File: src/design/cwis_pkg.sv
package cwis_pkg;

  localparam int unsigned WordW  = 32;
  localparam int unsigned TotalW = 16;
  localparam int unsigned IdxW   = 8;
  localparam int unsigned StepW  = 6;

  // Number of restoring steps for the two kinds of division.
  localparam logic [StepW-1:0] DivStepsMod = 6'd32;
  localparam logic [StepW-1:0] DivStepsSq  = 6'd16;

  typedef enum logic [2:0] {
    CURVE_LIN_INC = 3'd0,
    CURVE_LIN_DEC = 3'd1,
    CURVE_BELL    = 3'd2,
    CURVE_EXP_INC = 3'd3,
    CURVE_EXP_DEC = 3'd4,
    CURVE_FLAT    = 3'd5,
    CURVE_TRI     = 3'd6
  } curve_e;

  typedef enum logic {
    CFG_CURVE_MODE = 1'b0,
    CFG_RANGE_SIZE = 1'b1
  } cfg_reg_e;

  typedef struct packed {
    logic              start;
    logic [WordW-1:0]  dividend;
    logic [TotalW-1:0] divisor;
    logic [StepW-1:0]  steps;
  } div_req_t;

  typedef struct packed {
    logic              done;
    logic [WordW-1:0]  quotient;
    logic [TotalW-1:0] remainder;
  } div_rsp_t;

endpackage

File: src/design/cwis_div.sv
module cwis_div (
  input  logic               clk_i,
  input  logic               rst_ni,
  input  cwis_pkg::div_req_t req_i,
  output cwis_pkg::div_rsp_t rsp_o
);
  import cwis_pkg::*;

  // Restoring divider, one quotient bit per cycle. The dividend is left
  // aligned, so a run of k steps divides its top k bits.
  logic [TotalW-1:0] rem_q, rem_d;
  logic [WordW-1:0]  quo_q, quo_d;
  logic [TotalW-1:0] dsr_q;
  logic [StepW-1:0]  cnt_q;
  logic              busy_q, done_q;
  logic [TotalW:0]   shifted;
  logic              fits;

  always_comb begin
    shifted = {rem_q, quo_q[WordW-1]};
    fits    = (shifted >= {1'b0, dsr_q});
    rem_d   = fits ? TotalW'(shifted - {1'b0, dsr_q}) : shifted[TotalW-1:0];
    quo_d   = {quo_q[WordW-2:0], fits};
  end

  always_ff @(posedge clk_i or negedge rst_ni) begin
    if (!rst_ni) begin
      busy_q <= 1'b0;
      done_q <= 1'b0;
      cnt_q  <= '0;
    end else begin
      done_q <= 1'b0;
      if (req_i.start) begin
        busy_q <= 1'b1;
        cnt_q  <= req_i.steps;
      end else if (busy_q) begin
        cnt_q <= cnt_q - StepW'(1);
        if (cnt_q == StepW'(1)) begin
          busy_q <= 1'b0;
          done_q <= 1'b1;
        end
      end
    end
  end

  always_ff @(posedge clk_i) begin
    if (req_i.start) begin
      rem_q <= '0;
      quo_q <= req_i.dividend;
      dsr_q <= req_i.divisor;
    end else if (busy_q) begin
      rem_q <= rem_d;
      quo_q <= quo_d;
    end
  end

  assign rsp_o.done      = done_q;
  assign rsp_o.quotient  = quo_q;
  assign rsp_o.remainder = rem_q;

endmodule

File: config.mk
export PLATFORM = sky130hd
export DESIGN_NAME = cwis_div
export DESIGN_NICKNAME = d
export VERILOG_FILES = /design/src/design/cwis_pkg.sv /design/src/design/cwis_div.sv
export SDC_FILE = /design/constraint.sdc
export NUM_CORES = 1
export LEC_CHECK = 0
export ABC_AREA = 1
export BUFFER_PORTS_ARGS = -buffer_cell sky130_fd_sc_hd__buf_2
export CAP_MARGIN = 30
export CORE_ASPECT_RATIO = 0.75
export CORE_MARGIN = 3
export CORE_UTILIZATION = 55
export DETAILED_ROUTE_END_ITERATION = 16
export PLACE_DENSITY = 0.86
export SLEW_MARGIN = 20
export SYNTH_ARGS = -nofsm -noshare
export SYNTH_HDL_FRONTEND = slang
export SYNTH_SLANG_ARGS = --single-unit
File: constraint.sdc
create_clock -name clk_i -period 3.34 [get_ports clk_i]
set_clock_uncertainty 0.2 [all_clocks]
set_input_delay 0.668 -clock clk_i [delete_from_list [all_inputs] [get_ports clk_i]]
set_output_delay 0.668 -clock clk_i [all_outputs]
set_load 0.05 [all_outputs]
# Yosys cells after proc, flatten, opt, wreduce, memory -nomap -nowiden
# Index checks and enable logic that the tools add are counted.
[word_totals]
ff_bits = 72
output_inout_bits = 49
elab_cells = 22
[classes]
muxes = 11
n_eq_ne = 1
reduce_logical = 1
add_sub_neg = 2
n_lt_le_gt_ge = 1
[op_table]
columns = ["op", "n"]
rows = [
  ["32-bit two-way mux", 2],
  ["17-bit by 16-bit >= comparator with 1-bit output", 1],
  ["16-bit two-way mux", 1],
  ["16-bit subtractor", 1],
  ["6-bit two-way mux", 2],
  ["6-bit by 1-bit equality test with 1-bit output, second input constant", 1],
  ["1-bit two-way mux", 6],
  ["6-bit by 1-bit subtractor with 6-bit output, second input constant", 1],
  ["2-bit nonzero test", 1],
]

# Longest topological paths before layout
# Gate-level depths: netlist of the first run.
[logic_depth]
word_depth = 4
depth_mapped = 14
depth_no_buf = 14

# Worst setup path after synthesis of the first run
# OpenSTA, ideal clock, no wires.
[synth_path]
path_kind = "input-to-reg"
start = "in req_i[54] (netlist bit)"
end = "reg quo_q[0] (enable)"
t_arrival_ps = 1871
cell_stages = 3
setup_time_ps = 408
t_required_ps = 2732
path_slack_ps = 860
path_buffers = 1
path_cell_list = "nor2_1 > inv_1 > clkbuf_1"
[synth_via]
elab_chain_cells = 1
[synth_rtl]
columns = ["element", "line_no", "text"]
rows = [
  ["start, declared", "cwis_div.sv:4", "input cwis_pkg::div_req_t req_i,"],
  ["2-bit nonzero test (no line)", "--", ""],
  ["end signal, assigned", "cwis_div.sv:49", "quo_q <= req_i.dividend;"],
  ["end signal, assigned", "cwis_div.sv:53", "quo_q <= quo_d;"],
  ["end, declared", "cwis_div.sv:12", "logic [WordW-1:0] quo_q, quo_d;"],
]
# No other way between the ends.
# A chain may end at the register's enable or synchronous reset.

# Worst setup path after layout of the first run
[layout_path]
start = "reg rem_q[12]"
end = "reg rem_q[3]"
[layout_via]
elab_chain_cells = 2
[layout_rtl]
columns = ["element", "line_no", "text"]
rows = [
  ["start, declared", "cwis_div.sv:11", "logic [TotalW-1:0] rem_q, rem_d;"],
  ["start signal, assigned", "cwis_div.sv:52", "rem_q <= rem_d;"],
  ["17-bit by 16-bit >= comparator with 1-bit output", "cwis_div.sv:21", "fits = (shifted >= {1'b0, dsr_q});"],
  ["16-bit two-way mux", "cwis_div.sv:22", "rem_d = fits ? TotalW'(shifted - {1'b0, dsr_q}) : shifted[TotalW-1:0];"],
]
# No other way between the ends.

==> results of run 1 <==
## where the power goes
group	switching, uW	leakage (uW)	internal [uW]	total [uW]
Sequential	105	0.000735	1110	1220
Combinational	1230	0.00187	505	1740
Clock	334	0.000102	417	751
## metrics by stage
| stage | std cells | util [%] | setup slack [ns] | cell area, um^2 |
|---|---|---|---|---|
| 3_3_place_gp | 719 | 67.3 | 1.03 | 4730 |
| 6_report | 736 | 70.5 | 0.883 | 4950 |
| 4_1_cts | 736 | 70.5 | 0.929 | 4950 |
| 2_1_floorplan | 526 | - | 0.860 | 4110 |
| 3_5_place_dp | 719 | 67.3 | 0.937 | 4730 |
| 5_1_grt | 736 | 70.5 | 0.722 | 4950 |
## cell families (layout without fill, tap and decap cells)
logic type               Yosys count  in the layout  synth area share (%)
AO/OA/AOI/OAI                     27             27                  4.11
XOR/XNOR                           8              8                  1.70
adder cells (fa/ha/maj)           19             19                  5.96
flip-flops                        72             72                  47.7
buffers and inverters             92            204                  9.00
AND/OR/NAND/NOR                  308            308                  31.5
## cell usage after synthesis, drive strengths merged
master,number,share of area [%]
o221ai,3,0.64
o211ai,1,0.18
dfxtp,16,7.8
fa,1,0.49
nor2,25,2.6
a22oi,1,0.18
nand3b,7,1.3
a21oi,9,1.2
edfxtp,48,35
nand3,44,5.7
a32oi,1,0.21
xor2,3,0.64
nor3,4,0.49
o21bai,1,0.18
inv,76,6.9
nand4,5,0.76
o21a,1,0.18
clkbuf,6,0.55
xnor2,5,1.1
a31oi,1,0.15
ha,18,5.5
buf,9,1.4
nand2,223,21
o21ai,9,1.2
clkinv,1,0.091
dfrtp,8,4.9
## critical path, stage by stage (launching register included)
cell and delay, ns:
dfxtp_1 0.35, ha_1 0.39, nand2_1 0.15, inv_2 0.05
nand3_1 0.17, a21oi_2 0.07, nor2_4 0.44, nand2_4 0.26
nand2_1 0.11, nand3_1 0.08, o21ai_0 0.10
## placed cells by master (no fill, tap or decap), drive strengths merged, types with 2 or more instances in the layout
cell / count
nand3: 44
ha: 18
clkinv: 4
clkbuf: 10
xor2: 3
nand4: 5
xnor2: 5
o221ai: 3
bufinv: 2
nand2: 223
nor2: 25
a21oi: 9
buf: 110
dfrtp: 8
dfxtp: 16
o21ai: 9
inv: 76
nor3: 4
nand3b: 7
edfxtp: 48
## flip-flops by register name, summed over array words and instances (netlist names)
register	count
dsr_q	16
cnt_q	6
rem_q	16
quo_q	32
done_q	1
busy_q	1
## worst max path at each step
stage	cells after the start	slack, ns	start	to
2_1_floorplan	3	0.86	req_i[54]	quo_q[0]
3_3_place_gp	10	1.03	dsr_q[14]	rem_q[3]
3_5_place_dp	10	0.94	rem_q[13]	rem_q[3]
4_1_cts	10	0.93	rem_q[13]	rem_q[3]
5_1_grt	10	0.72	rem_q[5]	rem_q[11]
6_report	10	0.88	rem_q[12]	rem_q[3]
## routing by layer
layer | vias to the layer above | GRT usage, %
li1 | 1884 | -
met1 | 1841 | 33.3
met2 | 159 | 42.0
met3 | 19 | 5.88
met4 | 0 | 7.37
met5 | - | 0
## what timing repair did
item	4_1_cts	5_1_grt
hold buffers	1	0
endpoints found under the setup margin	0	0
hold endpoints to repair	8	0
setup buffers	0	0
## area by class of cell
cell class,instances,area [um^2]
tap,98,123
timing repair buffer,111,586
fill,608,2070
clock buffer,10,128
sequential,72,1960
multi-input combinational,362,1780
clock inverter,6,83.8
inverter,77,289
==> impl_metrics.csv, run 1 <==
group,metric,value,unit
global_routing,grt_pass1_vias,3649,
clock_network,clk_pin_slew,0.08,ns
drt,met1_length,4730,um
drt,wl_met2,5180,um
floorplan,io_pins,106,
synthesis,post_synth_num_cell_types,37,
floorplan,initial_core_util,58.5,%
global_routing,grtUsageTotal,25.2,%
job,maxCapViolations,0,
critical_path,setup.worst_path.class,"reg2reg",
floorplan,core_region_area,0.00703,mm^2
global_routing,overflow,0,
finish,final_layout_size_suffix_gt1_share,21.0,%
min_path,worstHoldStart,"req_i[13]",
clock_network,cts_buffers,9,
clock_network,cts_resized,0,
synthesis,synth-seq-cells,72,
drt,postRouteAntennaNets,0,
timing,hold_violations,0,
critical_path,arrival,2.53,ns
synthesis,syn_nets,602,
drt,wl_per_cell,14.7,um
timing,max_freq,407,MHz
min_path,min_delay_worst_endpoint,"dsr_q[7]",
critical_path,end_kind,"flop",
drt,dr.pass1.iters,5,
critical_path,timing.rr.start,"rem_q[12]",
synthesis,syn_inst,526,
clock_network,clk_latency,0.35,ns
drt,vias_per_cell,5.30,
floorplan,die_w,106,um
critical_path,r2r_setup_slack,0.88,ns
global_routing,grt_max_degree,36,
drt,wl,10800,um
outcome,status,"completed",
timing,tightest_slew,0.522,ns
critical_path,start_kind,"flop",
global_routing,grt_pass1_wl,17000,um
drt,dr.first_iter.drc_count,300,
power,p_leak,0.00270,uW
timing,whs,0.287,ns
synthesis,ys_warn_count,0,
power,total_power,3700,uW
drt,route.detailed.drc,0,
timing,fin_crit,2.46,ns
timing,drv_slew,0,
timing,relSlewSlack,65.1,%
drt,routed.top_layer,"met4",
critical_path,crit_fanout,18,
finish,diodes,0,
clock_network,ctsLongestPathBuffers,2,
clock_network,h-tree-depth,3,
floorplan,die_h,80.9,um
synthesis,synthesis.area,0.00411,mm^2
timing,finalSetupTns,0,ns
clock_network,cts_tree,"built",
clock_network,root_buffer,"clkbuf_8",
place,place_congestion,0.952,
place,post-dp-hpwl,7840,um
drt,met3_length,732,um
min_path,min_path_cells,1,
min_path,hp-class,"in2reg",
power,vdd_drop_max,0.000317,V
critical_path,worstPathRequired,3.41,ns
global_routing,antenna_found_initial,0,
timing,setup_viol,0,
power,power_density,748,mW/mm^2
clock_network,clock_sinks,72,
place,numPortBuffers,105,
timing,min_period_over_period,73.6,%
finish,nets,709,
drt,num_vias,3903,
critical_path,reg2reg_to,"rem_q[3]",
timing,rsz0062_at_grt,"false",
critical_path,r2r_cells,10,
synthesis,yosysSeqAreaShare,47.7,%
floorplan,fp-row-count,26,
floorplan,dieArea,0.00856,mm^2
synthesis,syn_area_per_cell,7.82,um^2
finish,areaGrowthSynthToFinish,20.4,%
(Power assumes the default switching activity.)
==> inputs of run 2 (changes only) <==
--- a/config.mk
+++ b/config.mk
@@ -10,9 +10,9 @@
 export CAP_MARGIN = 30
 export CORE_ASPECT_RATIO = 0.75
 export CORE_MARGIN = 3
-export CORE_UTILIZATION = 55
+export CORE_UTILIZATION = 48
 export DETAILED_ROUTE_END_ITERATION = 16
-export PLACE_DENSITY = 0.86
+export PLACE_DENSITY = 0.8
 export SLEW_MARGIN = 20
 export SYNTH_ARGS = -nofsm -noshare
 export SYNTH_HDL_FRONTEND = slang
==> constraint.sdc (replaced) <==
create_clock -name clk_i -period 2.1 [get_ports clk_i]
set_clock_uncertainty 0.2 [all_clocks]
set_input_delay 0.42 -clock clk_i [delete_from_list [all_inputs] [get_ports clk_i]]
set_output_delay 0.42 -clock clk_i [all_outputs]
set_load 0.05 [all_outputs]
==> impl_metrics.csv, run 2 (synthesized netlist as in run 1, its figures left out) <==
group,metric,value,unit
global_routing,grtUsageTotal,22.9,%
power,vdd_drop_max,0.000760,V
clock_network,root_buffer,"clkbuf_16",
critical_path,crit_fanout,5,
floorplan,dieArea,0.00973,mm^2
drt,wl_per_cell,15.1,um
timing,rsz0062_at_grt,"true",
global_routing,overflow,0,
drt,vias_per_cell,5.15,
floorplan,io_pins,106,
drt,num_vias,3968,
clock_network,cts_tree,"built",
floorplan,core_region_area,0.00809,mm^2
clock_network,ctsLongestPathBuffers,2,
drt,wl,11600,um
floorplan,die_h,86.2,um
critical_path,setup.worst_path.class,"reg2reg",
critical_path,worstPathRequired,2.09,ns
critical_path,crit_start,"dsr_q[1]",
floorplan,initial_core_util,50.8,%
critical_path,end_kind,"flop",
timing,setup_viol,0,
critical_path,start_kind,"flop",
clock_network,clock_sinks,72,
place,dp_slack,-0.0516,ns
timing,setup_slack,0.0192,ns
global_routing,grt_pass1_vias,3714,
timing,relSlewSlack,73.5,%
drt,dr.pass1.iters,7,
clock_network,clk_pin_slew,0.06,ns
floorplan,die_w,113,um
min_path,worstHoldStart,"req_i[11]",
finish,final_common_cell,"nand2_1",
drt,dr.first_iter.drc_count,283,
timing,fin_crit,2.08,ns
clock_network,cts_buffers,9,
place,place_congestion,0.932,
finish,fin_cells,771,
timing,drv_slew,0,
critical_path,arrival,2.07,ns
finish,areaGrowthSynthToFinish,36.6,%
clock_network,h-tree-depth,3,
timing,max_freq,481,MHz
timing,min_period_over_period,99.1,%
finish,diodes,0,
finish,top_register,"quo_q",
place,place_inst,744,
global_routing,grt_max_degree,41,
place,numPortBuffers,105,
finish,final_cell_mix,"nand2_1, buf_2, inv_1",
min_path,hp-class,"in2reg",
drt,route.detailed.drc,0,
finish,reg.largest.list,"quo_q: 32 flops, dsr_q: 16 flops, rem_q: 16 flops",
finish,final_util,69.4,%
drt,postRouteAntennaNets,0,
timing,hold_violations,0,
global_routing,grt_pass1_wl,17700,um
floorplan,fp-row-count,28,
timing,tightest_slew,0.398,ns
timing,finalSetupTns,0,ns
finish,final_layout_size_suffix_gt1_share,34.1,%
power,power_density,1240,mW/mm^2
job,maxCapViolations,0,
finish,largest_register_ffs,32,
outcome,status,"completed",
timing,whs,0.0588,ns
critical_path,timing.rr.start,"dsr_q[1]",
place,post-dp-hpwl,8160,um
finish,nets,738,
clock_network,clk_latency,0.34,ns
power,p_leak,0.00290,uW
global_routing,antenna_found_initial,0,
[run 2: cell type report]
cell class	count	area (um^2)
Sequential cell	72	1980
Tap cell	105	131
Fill cell	605	2470
Inverter	77	289
Timing Repair Buffer	139	855
Clock inverter	5	33.8
Multi-Input combinational cell	363	2090
Clock buffer	10	239
[run 2: stage by stage]
| stage | power (uW) | area, um^2 |
|---|---|---|
| 5_1_grt | 7360 | 5620 |
| 2_1_floorplan | 4130 | 4170 |
| 3_5_place_dp | 4920 | 4950 |
| 3_3_place_gp | 4860 | 4950 |
| 4_1_cts | 6400 | 5280 |
| 6_report | 6970 | 5620 |
[run 2: timing repair]
action,CTS,global route
setup buffers,1,8
hold endpoints to repair,8,0
gates cloned,0,2
pin swaps,2,16
gates resized for setup,8,50
setup endpoints to repair,13,17
hold buffers,1,0
[run 2: worst max-delay path, stage by stage, from the launching register on]
cell	delay (ns)
edfxtp_1	0.35
inv_1	0.05
ha_1	0.34
nand2_1	0.08
nor2_1	0.20
nand3_2	0.14
nand3_4	0.14
nand2_8	0.09
buf_4	0.16
a31oi_1	0.16
[run 2: routing by layer]
metal	vias to the layer above	wire, um	track usage [%]
met1	1859	5030	31.4
met2	148	5600	36.8
li1	1943	-	-
met5	-	0	0
met3	18	804	5.02
met4	0	198	6.88
[run 2: report_power, final]
group	total [uW]	internal (uW)	switching, uW
Combinational	3560	1330	2230
Clock	1410	822	590
Sequential	2000	1800	202
[run 2: path summary, 6_finish.rpt]
check | end | slack [ns] | depth (start not counted)
min in group asynchronous | cnt_q[3] | 0.26 | 2
worst max register to register | quo_q[0] | 0.02 | 9
max in group asynchronous | cnt_q[0] | 1.26 | 2
worst min-delay path | dsr_q[5] | 0.06 | 1
worst max-delay path | quo_q[0] | 0.02 | 9
worst min register to register | rem_q[12] | 0.27 | 2
==> inputs of run 3 (changes only) <==
==> constraint.sdc (replaced) <==
create_clock -name clk_i -period 1.7 [get_ports clk_i]
set_clock_uncertainty 0.2 [all_clocks]
set_input_delay 0.34 -clock clk_i [delete_from_list [all_inputs] [get_ports clk_i]]
set_output_delay 0.34 -clock clk_i [all_outputs]
set_load 0.05 [all_outputs]
==> impl_metrics.csv, run 3 (synthesized netlist as in run 1, its figures left out) <==
group,metric,value,unit
timing,whs,0.00818,ns
finish,fin_area,0.00646,mm^2
clock_network,clk_pin_slew,0.06,ns
floorplan,dieArea,0.00973,mm^2
drt,num_vias,4518,
power,vdd_drop_max,0.000834,V
outcome,failed_checks,"setup timing",
floorplan,die_h,86.2,um
timing,max_freq,477,MHz
place,numPortBuffers,105,
global_routing,antenna_found_initial,0,
global_routing,grtUsageTotal,26.5,%
clock_network,ctsLongestPathBuffers,2,
global_routing,grt_pass1_wl,20300,um
drt,dr.pass1.iters,6,
timing,hold_violations,0,
critical_path,crit_fanout,6,
place,placed_cell_area,0.00525,mm^2
timing,min_period_over_period,123,%
critical_path,arrival,2.11,ns
finish,final_util,79.8,%
timing,tightest_slew,0.376,ns
outcome,status,"finished with violations",
global_routing,grt_pass1_vias,4300,
timing,relSlewSlack,74.8,%
min_path,hp-class,"in2reg",
drt,route.detailed.drc,0,
timing,fin_crit,2.09,ns
floorplan,core_region_area,0.00809,mm^2
drt,postRouteAntennaNets,0,
timing,finalSetupTns,-5.76,ns
finish,diodes,0,
finish,final_layout_size_suffix_gt1_share,44.2,%
global_routing,grt_max_degree,37,
global_routing,overflow,0,
clock_network,cts_tree,"built",
timing,rsz0062_at_grt,"true",
job,maxCapViolations,0,
finish,reg.largest.list,"quo_q: 32 flops, dsr_q: 16 flops, rem_q: 16 flops",
drt,vias_per_cell,5.43,
place,place_congestion,0.985,
floorplan,die_w,113,um
floorplan,fp-row-count,28,
timing,setup_slack,-0.394,ns
critical_path,start_kind,"flop",
floorplan,initial_core_util,50.8,%
timing,drv_slew,0,
finish,areaGrowthSynthToFinish,56.9,%
drt,wl,14300,um
place,place_inst,786,
critical_path,path_delay_family,"simple AND/OR/NAND/NOR gates",
place,post-dp-hpwl,8630,um
critical_path,setup.worst_path.class,"reg2reg",
finish,final_common_cell,"nand2_1",
drt,dr.first_iter.drc_count,345,
clock_network,root_buffer,"clkbuf_16",
critical_path,end_kind,"flop",
critical_path,crit_slowest_cell,"edfxtp_1",
floorplan,io_pins,106,
clock_network,clock_sinks,72,
finish,fin_cells,832,
timing,setup_viol,18,
clock_network,h-tree-depth,3,
critical_path,worstPathRequired,1.72,ns
critical_path,crit_chain,"inv_2 -> ha_4 -> nand2_4 -> inv_4 -> nand2_2 -> nand2_2 -> inv_2 -> nand3_4 -> nand2_8 -> buf_6 -> nand3b_1 -> nand3_1 -> nand2_1",
power,power_density,1570,mW/mm^2
finish,largest_register_ffs,32,
clock_network,clk_latency,0.34,ns
drt,wl_per_cell,17.1,um
finish,top_register,"quo_q",
power,p_leak,0.00332,uW
finish,nets,798,
finish,final_cell_mix,"nand2_1, buf_2, buf_4",
critical_path,cp.buffers_inverters,4,
clock_network,cts_buffers,9,
critical_path,cpPeakStageDelay,0.42,ns
==> run 3: cell count changes in the layout (fill, tap and decap cells not counted), moves of 9 or more <==
| cell | change |
|---|---|
| buf_4 | +38 |
| nand2_1 | -17 |
| dlygate4sd3_1 | +16 |
| nand3_1 | -15 |
| nand3_2 | +14 |
| buf_6 | +10 |
| nand2_2 | +9 |
==> run 3: final cells by class <==
cell class / count / area [um^2]
well taps: 105 / 131
fillers: 465 / 1640
inverters: 77 / 292
clock buffers: 9 / 225
flip-flops and latches: 72 / 1980
multi-input cells: 363 / 2360
repair buffers: 199 / 1340
clock inverters: 7 / 125
==> run 3: metal layers <==
metal / routed length, um / GRT usage (%) / share of wire (%)
met5: 0 / 0 / 0
met4: 494 / 10.2 / 3.5
met3: 1040 / 6.91 / 7.3
met2: 7240 / 44.7 / 51
met1: 5490 / 33.0 / 38
==> run 3: worst paths after layout <==
path	end	startpoint	slack, ns	cells past startpoint
min in group asynchronous	cnt_q[1]	rst_ni	0.16	2
worst min-delay path	cnt_q[2]	req_i[2]	0.008	3
worst max-delay path	rem_q[6]	dsr_q[8]	-0.39	13
max in group asynchronous	busy_q	rst_ni	0.97	2
worst max register to register	rem_q[6]	dsr_q[8]	-0.39	13
worst min register to register	rem_q[15]	rem_q[15]	0.32	2
==> run 3: what timing repair did <==
item / in CTS / in global routing
pin swaps: 31 / 46
buffers inserted: 5 / 7
endpoints found under the hold margin: 24 / 0
resized for setup: 65 / 66
setup endpoints to repair: 17 / 17
hold buffers: 17 / 0
gates cloned: 2 / 0
==> run 3: power breakdown <==
group | switching (uW) | total (uW) | leakage, uW | internal, uW
Combinational | 3290 | 5440 | 0.00241 | 2150
Clock | 811 | 2260 | 0.000171 | 1450
Sequential | 237 | 2460 | 0.000740 | 2220
==> run 3: worst reg2reg max path: stages, from the launching register on <==
cell and delay, ns:
edfxtp_1 0.42, inv_2 0.10, ha_4 0.23, nand2_4 0.13
inv_4 0.05, nand2_2 0.06, nand2_2 0.05, inv_2 0.08
nand3_4 0.10, nand2_8 0.14, buf_6 0.16, nand3b_1 0.09
nand3_1 0.08, nand2_1 0.09
==> run 3: per-stage QoR <==
| step | worst slack [ns] | power (uW) |
|---|---|---|
| detailed placement | -0.452 | 6510 |
| finish | -0.394 | 10200 |
| global placement | -0.404 | 6410 |
| global route | -0.456 | 10600 |
| floorplan | -0.503 | 5100 |
| CTS | -0.317 | 9450 |
